===== config.mk =====
export PLATFORM = sky130hd
export DESIGN_NAME = kth_largest_select
export DESIGN_NICKNAME = d
export VERILOG_FILES = /design/src/kls_pkg.sv /design/src/kth_largest_select.sv
export VERILOG_INCLUDE_DIRS = /design/src /design/src/src
export SDC_FILE = /design/constraint.sdc
export NUM_CORES = 2
export LEC_CHECK = 0
export CAP_MARGIN = 25
export CORE_MARGIN = 4
export CORE_UTILIZATION = 45
export CTS_CLUSTER_SIZE = 30
export DETAILED_ROUTE_END_ITERATION = 6
export DONT_BUFFER_PORTS = 1
export HOLD_SLACK_MARGIN = 0.05
export MAX_ROUTING_LAYER = met4
export PLACE_DENSITY = 0.6
export SETUP_SLACK_MARGIN = 0.5
export SLEW_MARGIN = 25
export SYNTH_ARGS = -nofsm -noshare
export SYNTH_HDL_FRONTEND = slang
export SYNTH_SLANG_ARGS = --single-unit

===== constraint.sdc =====
create_clock -name i_clk -period 8.2 [get_ports i_clk]
set_input_delay 0.41 -clock i_clk [delete_from_list [all_inputs] [get_ports i_clk]]
set_output_delay 0.41 -clock i_clk [all_outputs]
set_load 0.1 [all_outputs]

===== src/kth_largest_select_assert.svh =====
// Assertion macros shared by the RTL of the k-th largest selector.
// They sample on i_clk and are switched off while i_rst_n is low.
`ifndef KTH_LARGEST_SELECT_ASSERT_SVH
`define KTH_LARGEST_SELECT_ASSERT_SVH

// Implication in the same cycle, checked outside reset.
`define KLS_ASSERT_SAME(label, ante, cons, msg) \
    label: assert property (@(posedge i_clk) disable iff (!i_rst_n) (ante) |-> (cons)) \
        else $error(msg);

// Implication in the next cycle, checked outside reset.
`define KLS_ASSERT_NEXT(label, ante, cons, msg) \
    label: assert property (@(posedge i_clk) disable iff (!i_rst_n) (ante) |=> (cons)) \
        else $error(msg);

`endif


===== src/kls_pkg.sv =====
package kls_pkg;

    localparam int VALUE_BITS = 32;
    localparam int K_BITS     = 7;

    typedef struct packed {
        logic signed [VALUE_BITS-1:0] value;
        logic                         last;
    } t_in_beat;

    typedef struct packed {
        logic signed [VALUE_BITS-1:0] kth_largest;
        logic                         enough;
    } t_out_beat;

    typedef enum logic [3:0] {
        S_IDLE,
        S_DISPATCH,
        S_UP_INIT,
        S_UP_CHECK,
        S_UP_CMP,
        S_UP_PLACE,
        S_DROP_TEST,
        S_DN_CHECK,
        S_DN_CMP,
        S_DN_PLACE,
        S_FINISH
    } t_step;

    typedef enum logic [2:0] {
        OP_NONE,
        OP_ACCEPT,
        OP_UP_INIT,
        OP_UP_MOVE,
        OP_PLACE,
        OP_DN_INIT,
        OP_DN_MOVE,
        OP_FINISH
    } t_op;

    typedef enum logic [2:0] {
        C_ALWAYS,
        C_NOT_START,
        C_FULL,
        C_POS_ZERO,
        C_KEY_LT_RD,
        C_KEY_LE_ROOT,
        C_NO_LEFT,
        C_CHILD_LT_KEY
    } t_cond;

    typedef struct packed {
        t_op   op;
        t_cond cond;
        logic  rd_child;
        t_step jump;
        t_step next;
    } t_ctrl;

    function automatic t_ctrl f_ucode(input t_step step);
        t_ctrl cw;
        cw = '{OP_NONE, C_ALWAYS, 1'b0, S_IDLE, S_IDLE};
        case (step)
            S_IDLE:      cw = '{OP_ACCEPT,  C_NOT_START,    1'b0, S_IDLE,     S_DISPATCH};
            S_DISPATCH:  cw = '{OP_NONE,    C_FULL,         1'b0, S_DROP_TEST, S_UP_INIT};
            S_UP_INIT:   cw = '{OP_UP_INIT, C_ALWAYS,       1'b0, S_UP_CHECK, S_UP_CHECK};
            S_UP_CHECK:  cw = '{OP_NONE,    C_POS_ZERO,     1'b0, S_UP_PLACE, S_UP_CMP};
            S_UP_CMP:    cw = '{OP_UP_MOVE, C_KEY_LT_RD,    1'b0, S_UP_CHECK, S_UP_PLACE};
            S_UP_PLACE:  cw = '{OP_PLACE,   C_ALWAYS,       1'b0, S_FINISH,   S_FINISH};
            S_DROP_TEST: cw = '{OP_DN_INIT, C_KEY_LE_ROOT,  1'b0, S_FINISH,   S_DN_CHECK};
            S_DN_CHECK:  cw = '{OP_NONE,    C_NO_LEFT,      1'b1, S_DN_PLACE, S_DN_CMP};
            S_DN_CMP:    cw = '{OP_DN_MOVE, C_CHILD_LT_KEY, 1'b1, S_DN_CHECK, S_DN_PLACE};
            S_DN_PLACE:  cw = '{OP_PLACE,   C_ALWAYS,       1'b0, S_FINISH,   S_FINISH};
            S_FINISH:    cw = '{OP_FINISH,  C_ALWAYS,       1'b0, S_IDLE,     S_IDLE};
            default:     cw = '{OP_NONE,    C_ALWAYS,       1'b0, S_IDLE,     S_IDLE};
        endcase
        return cw;
    endfunction

endpackage


===== src/kth_largest_select.sv =====
// Reports the k-th largest of a set of signed Q16.16 values, one value per beat with the
// last one marked, using a min-heap of up to MAX_RANK entries held in a two-read-port RAM.
// A beat is taken when start is high and busy is low; busy then stays high while a small
// microprogram works on it. A value that is dropped passes only DISPATCH, DROP_TEST and
// FINISH before the next possible accept, and an insertion or replacement walks the heap
// level by level; each level costs a RAM read step and a compare-and-move step.
// On the last beat the result appears on o_beat for exactly one cycle with o_strobe high,
// right after busy drops; it cannot be held off, so the receiver must take it then. The flag
// enough is low when the set held fewer than k values, and the value is then the smallest
// of the set. Writing k_rank clears the set in progress; k of 0 acts as 1 and k above
// MAX_RANK acts as MAX_RANK. No clearing pass runs after reset.
`include "kth_largest_select_assert.svh"

module kth_largest_select
    import kls_pkg::*;
#(
    parameter int MAX_RANK = 64
) (
    input  logic              i_clk,
    input  logic              i_rst_n,
    input  logic              start,
    output logic              busy,
    input  t_in_beat          i_beat,
    input  logic              i_cfg_we,
    input  logic [K_BITS-1:0] i_cfg_wdata,
    output logic              o_strobe,
    output t_out_beat         o_beat
);

    localparam int ADDR_W = (MAX_RANK > 1) ? $clog2(MAX_RANK) : 1;
    localparam int CNT_W  = $clog2(MAX_RANK + 1);
    localparam int LW     = ADDR_W + 2;
    localparam int CMP_W  = (CNT_W > K_BITS) ? CNT_W : K_BITS;

    t_step                  r_step;
    t_step                  n_step;
    logic [CNT_W-1:0]       r_fill;
    logic [K_BITS-1:0]      r_k_rank;
    logic                   r_strobe;

    logic [VALUE_BITS-1:0]  r_key;
    logic                   r_last;
    logic [ADDR_W-1:0]      r_pos;
    logic [VALUE_BITS-1:0]  r_root;
    logic [VALUE_BITS-1:0]  r_rd_a;
    logic [VALUE_BITS-1:0]  r_rd_b;
    t_out_beat              r_out;
    logic [VALUE_BITS-1:0]  mem [MAX_RANK];

    t_ctrl                  cw;
    logic                   take;
    logic [CMP_W-1:0]       k_ext;
    logic [CNT_W-1:0]       k_eff;
    logic [ADDR_W-1:0]      parent;
    logic [LW-1:0]          left;
    logic [LW-1:0]          right;
    logic [LW-1:0]          fill_ext;
    logic                   sel_right;
    logic [VALUE_BITS-1:0]  child_val;
    logic [ADDR_W-1:0]      child_idx;
    logic [ADDR_W-1:0]      rd_addr_a;
    logic [ADDR_W-1:0]      rd_addr_b;
    logic                   mem_we;
    logic [ADDR_W-1:0]      mem_waddr;
    logic [VALUE_BITS-1:0]  mem_wdata;

    always_comb begin
        k_ext = CMP_W'(r_k_rank);
        if (k_ext == '0) begin
            k_eff = CNT_W'(1);
        end else if (k_ext > CMP_W'(MAX_RANK)) begin
            k_eff = CNT_W'(MAX_RANK);
        end else begin
            k_eff = CNT_W'(k_ext);
        end
    end

    assign cw        = f_ucode(r_step);
    assign busy      = (r_step != S_IDLE);
    assign parent    = (r_pos - ADDR_W'(1)) >> 1;
    assign left      = {1'b0, r_pos, 1'b1};
    assign right     = left + LW'(1);
    assign fill_ext  = LW'(r_fill);
    assign sel_right = (right < fill_ext) && (r_rd_b < r_rd_a);
    assign child_val = sel_right ? r_rd_b : r_rd_a;
    assign child_idx = sel_right ? ADDR_W'(right) : ADDR_W'(left);
    assign rd_addr_a = cw.rd_child ? ADDR_W'(left) : parent;
    assign rd_addr_b = ADDR_W'(right);

    always_comb begin
        case (cw.cond)
            C_ALWAYS:       take = 1'b1;
            C_NOT_START:    take = !start;
            C_FULL:         take = (r_fill >= k_eff);
            C_POS_ZERO:     take = (r_pos == '0);
            C_KEY_LT_RD:    take = (r_key < r_rd_a);
            C_KEY_LE_ROOT:  take = (r_key <= r_root);
            C_NO_LEFT:      take = (left >= fill_ext);
            C_CHILD_LT_KEY: take = (child_val < r_key);
            default:        take = 1'b0;
        endcase
    end

    always_comb begin
        n_step = take ? cw.jump : cw.next;
    end

    always_comb begin
        mem_we    = 1'b0;
        mem_waddr = r_pos;
        mem_wdata = r_key;
        case (cw.op)
            OP_UP_MOVE: begin
                mem_we    = take;
                mem_wdata = r_rd_a;
            end
            OP_DN_MOVE: begin
                mem_we    = take;
                mem_wdata = child_val;
            end
            OP_PLACE: begin
                mem_we = 1'b1;
            end
            default: begin
                mem_we = 1'b0;
            end
        endcase
    end

    always_ff @(posedge i_clk) begin
        if (!i_rst_n) begin
            r_step   <= S_IDLE;
            r_fill   <= '0;
            r_k_rank <= K_BITS'(1);
            r_strobe <= 1'b0;
        end else begin
            r_step   <= n_step;
            r_strobe <= (cw.op == OP_FINISH) && r_last;
            if (i_cfg_we) begin
                r_k_rank <= i_cfg_wdata;
                r_fill   <= '0;
            end else begin
                case (cw.op)
                    OP_UP_INIT: begin
                        r_fill <= r_fill + CNT_W'(1);
                    end
                    OP_FINISH: begin
                        if (r_last) begin
                            r_fill <= '0;
                        end
                    end
                    default: begin
                        r_fill <= r_fill;
                    end
                endcase
            end
        end
    end

    always_ff @(posedge i_clk) begin
        r_rd_a <= mem[rd_addr_a];
        r_rd_b <= mem[rd_addr_b];
        if (mem_we) begin
            mem[mem_waddr] <= mem_wdata;
            if (mem_waddr == '0) begin
                r_root <= mem_wdata;
            end
        end
        case (cw.op)
            OP_ACCEPT: begin
                if (start) begin
                    r_key  <= {~i_beat.value[VALUE_BITS-1], i_beat.value[VALUE_BITS-2:0]};
                    r_last <= i_beat.last;
                end
            end
            OP_UP_INIT: begin
                r_pos <= ADDR_W'(r_fill);
            end
            OP_UP_MOVE: begin
                if (take) begin
                    r_pos <= parent;
                end
            end
            OP_DN_INIT: begin
                r_pos <= '0;
            end
            OP_DN_MOVE: begin
                if (take) begin
                    r_pos <= child_idx;
                end
            end
            OP_FINISH: begin
                r_out.kth_largest <= {~r_root[VALUE_BITS-1], r_root[VALUE_BITS-2:0]};
                r_out.enough      <= (r_fill >= k_eff);
            end
            default: begin
                r_pos <= r_pos;
            end
        endcase
    end

    assign o_strobe = r_strobe;
    assign o_beat   = r_out;

    `KLS_ASSERT_NEXT(a_accept_busy, start && !busy, busy, "accepted beat did not raise busy")
    `KLS_ASSERT_NEXT(a_last_strobe, (r_step == S_FINISH) && r_last, o_strobe, "missing result")
    `KLS_ASSERT_SAME(a_strobe_idle, o_strobe, !busy, "result shown while still busy")
    `KLS_ASSERT_SAME(a_fill_bound, 1'b1, r_fill <= k_eff, "heap fill exceeds rank")

endmodule


Word level (Yosys, flattened, before mapping)
Memory sizes are Yosys's and may differ from the RTL's. A register that Yosys moved wholly into a read port is not among the register bits. Index checks and enable logic that the tools add are counted.

Bits in registers: 123. Memory bits (writable): 2048. Memory bits (read-only): 240. Input bits: 44. Output and inout port bits: 35. Word-level logic and storage cells: 75. Memories kept: 2.

Memories: mem (depth 64, width 32, read ports 2, clocked after Yosys merged registers in 2, wr ports 1, line kth_largest_select.sv:48) `logic [VALUE_BITS-1:0] mem [MAX_RANK];`; (name not given) (depth 16, width 15, read ports 1, clocked after Yosys merged registers in 1, wr ports 0, line kls_pkg.sv:63) `case (step)`.

$add $sub $neg: 3. Order comparisons: 8. Equality and inequality tests: 17. Multiplexer cells: 17. Bitwise gates (word level): 3. Reduce and logical (&&, ||, !) cells: 15.

Operator list (count): 32-bit less-than comparator (3); 32-bit case mux with 2 select lines (1); 32-bit less-or-equal comparator (1); 32-bit 2-to-1 mux (1); 3-bit == test (second input constant) (8); 6-bit 2-to-1 mux (4); 6-bit case mux with 4 select lines (1); 7-bit 2-to-1 mux (3); 7-bit >= comparator (2); 7-bit case mux with 2 select lines (1); 3-bit by 2-bit == test with 1-bit output (second input constant) (4); 7-bit by 1-bit adder with 8-bit output (second input constant) (1); 8-bit by 7-bit less-than comparator with 1-bit output (1); 4-bit 2-to-1 mux (2); 1-bit case mux with 8 select lines (1); 4-bit nonzero test (2); 7-bit by 1-bit adder with 7-bit output (second input constant) (1); 7-bit greater-than comparator (second input constant) (1); 7-bit logical NOT (1); 3-bit by 1-bit == test with 1-bit output (second input constant) (2); 6-bit logical NOT (1); 2-bit inequality test (second input constant) (3); 2-bit AND reduction (3); 6-bit by 1-bit subtractor with 6-bit output (second input constant) (1); other kinds (9) (14).

Depth between registers and ports, before layout
Depth after elaboration: 9. Gate-level depth with buffers: 33. Depth with buffers taken out: 28.

Worst setup path after synthesis
OpenSTA, ideal clock, no wires.

Path type: register to register. Start: register r_pos[2], in the netlist mem_waddr[2]. End: memory mem[45][0], enable pin. Setup time: 0.502 ns. Data arrival time: 8.392 ns. Data required time: 7.698 ns. Setup slack: -0.694 ns. Cell stages (with the launch flop): 27. Buffers on the path: 7. Period minus slack after synthesis: 8.894 ns. Cells stage by stage: edfxtp_1 -> buf_2 -> buf_1 -> xnor2_1 -> clkbuf_1 -> clkbuf_1 -> inv_1 -> ha_1 -> nand2_1 -> a21oi_1 -> o211ai_1 -> nand3_1 -> nor2_1 -> clkbuf_1 -> clkbuf_1 -> nand2_1 -> o21ai_1 -> ha_1 -> a2111o_1 -> o211a_1 -> a211o_1 -> nor3_1 -> o311ai_0 -> or3b_4 -> a21oi_2 -> buf_2 -> nor4_1.

Longest elaborated chain between the ends: 9. Elaborated cells between the ends (all ways): 11. Those cells by class: 1 x add/sub; 3 x order compare; 5 x mux; 2 x reduce/logical.

RTL lines: start: declaration (line kth_largest_select.sv:43) `logic [ADDR_W-1:0] r_pos;`; start signal: assignment (line kth_largest_select.sv:177) `r_pos <= ADDR_W'(r_fill);`; start signal: assignment (line kth_largest_select.sv:181) `r_pos <= parent;`; start signal: assignment (line kth_largest_select.sv:189) `r_pos <= child_idx;`; 7-bit by 1-bit adder with 8-bit output (line kth_largest_select.sv:82) `assign right = left + LW'(1);`; 8-bit by 7-bit less-than comparator with 1-bit output (line kth_largest_select.sv:84) `assign sel_right = (right < fill_ext) && (r_rd_b < r_rd_a);`; 1-bit logical AND (line kth_largest_select.sv:84); 32-bit 2-to-1 mux (line kth_largest_select.sv:85) `assign child_val = sel_right ? r_rd_b : r_rd_a;`; 32-bit less-than comparator (line kth_largest_select.sv:99) `C_CHILD_LT_KEY: take = (child_val < r_key);`; 1-bit case mux with 8 select lines (line kth_largest_select.sv:91) `case (cw.cond)`; 1-bit case mux with 2 select lines (line kth_largest_select.sv:112) `case (cw.op)`; 1-bit 2-to-1 mux (line kth_largest_select.sv:163) `if (mem_we) begin`; 1-bit 2-to-1 mux (implied by the code) (line kth_largest_select.sv:164) `mem[mem_waddr] <= mem_wdata;`; end: declaration (line kth_largest_select.sv:48).

Several ways; a longest one is shown, not always the timed one.

Worst setup path in the final report
Start: register r_pos[2], in the netlist mem_waddr[2]. End: memory mem[47][24], enable pin.

The elaborated chain is that of the path after synthesis.

==> run summary <==
Clock Latency Late Sink: 0.88 ns
Fraction of registers with async set/reset: 0%
Area growth syn-to-layout: 12.91%
First-pass GRT wire length: 392,700 µm
Syn avg cell area: 19.39 µm²
Die Height: 474.2 µm
Post-synth top flop: edfxtp_1
Routed vias/inst: 6.321
Post-synth top area cell: edfxtp_1
Most frequent CP cell: buf_4
Ranking of synthesized cells by area: edfxtp_1 (66%), mux4_2 (19%), dfxtp_1 (2.0%)
Min Tclk post-route: 7.267 ns
IO buf count: 0
Yosys top cell area share: 66.07%
Worst Hold Depth: 1
Vias: 51,944
First-pass detailed-route iteration total: 6
Worst slew margin: 28.26%
GRT Total Usage: 25.26%
Setup tns final: 0 ns
Post-Layout Cell Count: 8,218
Worst path required time: 8.69 ns
Hold Violations, Final: 0
Worst EP arrival: 7.76 ns
Register clock-pin slew on the reported worst setup and hold paths: 0.07 ns
Max clock buf depth: 3
Synthesized area: 97,810 µm²
Cts bufs inserted: 227
Register area share after synthesis: 68.08%
RSZ-0062 raised after global routing: false
Critical setup path kind: reg2reg
Yosys reg bits: 2,250
Post-synth top cells: edfxtp_1 (2,152), mux4_2 (832), nand2_1 (239), a211oi_1 (232), clkbuf_1 (214)
Filler Cells Inserted: 16,920
Max_cap viols: 0
Reg power frac: 36.5%
Routed WL per cell: 33.58 µm
Final setup fails: 0
Post-synth cell types: 79
Critical-path top delay cell: buf_4
Mapped Cells: 5,044
H-tree depth: 4
WP buf/inv: 4
Core footprint: 215,500 µm²
Initial antenna violation count: 18
Clock Power Share: 25.9%
Number of synthesized flops with an enable pin: 2,152
Highest clock rate: 137.6 MHz
Levels on crit path: 26
CP max FO: 38
Internal: 26.00 mW
DR DRC count: 0
Tightest Pin Transition: 1.076 ns
Finished Cell Area: 110,400 µm²
Psw: 14.13 mW
Vias in the first global route: 51,404
Final nets: 5,381
Largest net degree at the start of global routing: 126
Placed cells: 7,729
Hold WC Path Type: in2reg
Worst r2r path cells: 26
Share of cells above drive strength 1: 27.65%
Initial Utilization: 45.39%
Comb power frac: 37.6%
Fin worst setup slack: 0.9328 ns
Delay of the slowest cell on the worst path: 0.60 ns
Clock sink count: 2,250
Die Width: 474.2 µm
Slew Limit Fails: 0
Leakage power figure: 35.38 nW
Dominant cell by count in the synthesized netlist: edfxtp_1
Worst path top cell family by delay: simple AND/OR/NAND/NOR gates
Fin crit share: 88.62%
Synth warn: 0
Max VDD drop: 0.0002909 V
PD cells: 363.3 nW/µm²
CP endpoint kind: flip-flop
Place WS: 0.6974 ns
Placer Congestion: 0.9270
Remaining antenna violation count: 0
Setup crit start kind: flip-flop
Site Rows: 170
CTS tree: yes
DRT iter0 DRCs: 6,448
Total grt overflow: 0
Top-Level Pins: 79
Cell Area, Placed: 102,300 µm²
HPWL Detailed: 169,400 µm
Clock Skew: 0.02697 ns
Status: complete, no violations
Switching share of total power: 35.21%
Synthesized Nets: 5,242
DIE AREA: 224,900 µm²
Routed WL: 276,000 µm
CTS Root Cell: clkbuf_16
## final timing paths
path	end	start	slack [ns]
min	r_key[12]$_DFFE_PP_	i_beat[13]	0.17
max reg2reg	mem[47][24]$_DFFE_PP_	mem_waddr[2]$_DFFE_PP_	0.93
min reg2reg	o_beat[6]$_DFFE_PP_	r_root[5]$_DFFE_PP_	0.45
max	mem[47][24]$_DFFE_PP_	mem_waddr[2]$_DFFE_PP_	0.93
## power by group through the flow
stage	registers (mW)	logic, mW	clock network (mW)
2_1_floorplan	14.7	10.0	0
3_3_place_gp	14.9	15.0	0
3_5_place_dp	14.9	15.0	0
4_1_cts	14.6	15.1	10.6
5_1_grt	14.6	16.1	11.0
6_report	14.6	15.1	10.4
## registers in the layout, indices dropped and copies added (netlist names)
signal / flops
mem: 2048
r_step: 4
r_root: 32
o_strobe: 1
k_ext: 7
mem_waddr: 6
r_fill: 7
cw: 15
r_rd_b: 32
r_last: 1
o_beat: 33
r_key: 32
r_rd_a: 32
## cells by family after synthesis
| kind of cell | count (synthesis) | share of synthesized area [%] |
|---|---|---|
| buf+inv | 443 | 1.956 |
| mux | 977 | 20.66 |
| compound gates | 597 | 4.026 |
| xor+xnor | 17 | 0.1522 |
| fa+ha+maj | 155 | 1.980 |
| simple gates | 605 | 3.144 |
| flops | 2250 | 68.08 |
## cell usage in the layout (no fill, tap or decap), types with 17 or more instances in the layout
master         count
o21ai_1           39
clkinvlp_4        21
dfxtp_1           98
clkinv_2          32
mux2i_1          140
a21o_1            18
o21ai_0           19
edfxtp_1        2152
buf_12            44
nor2b_4           23
inv_1            118
nand2_1          206
bufinv_16         25
nand3_1           21
clkbuf_16        228
buf_4            139
a22oi_1           32
dlygate4sd3_1     48
a211oi_1         226
ha_1             153
nand2_2           27
nor2_1            45
nor2b_1          144
nand4_1           19
clkbuf_1          48
mux4_2           832
a21oi_1          183
clkinv_1          44
and2_2            17
## metal layers
metal,global-route usage [%],share of wire [%],wire (µm)
met2,37.54,46,128100
met5,-,0,0
met3,5.274,9.0,24880
met1,36.55,43,118200
met4,5.071,1.8,4856
## per-stage QoR
stage          power [mW]  util (%)  hold WS (ns)
3_5_place_dp        29.86     47.46        0.4409
3_3_place_gp        29.81     47.43        0.4360
4_1_cts             40.25     51.14       0.07633
2_1_floorplan       24.77         -        0.4264
6_report            40.12     51.25        0.1691
5_1_grt             41.77     51.25        0.1326
## cell type report
type                    instances  area (µm²)  area share (%)
clock inverters               143        1545           1.399
repair buffers                232        2432           2.203
multi-input cells            2351       29950           27.12
inverters                     121       454.2          0.4113
flip-flops and latches       2250       66580           60.29
well taps                    2838        3551           3.216
clock buffers                 277        5899           5.342
diodes                          6       15.01         0.01360
## what timing repair did
| item | 4_1_cts | 5_1_grt |
|---|---|---|
| endpoints found under the hold margin | 67 | 0 |
| resized for setup | 0 | 2 |
| endpoints found under the setup margin | 0 | 279 |
| buffers inserted | 0 | 14 |
| hold buffers | 48 | 0 |
Note: power is estimated with default switching activity, not from simulation.
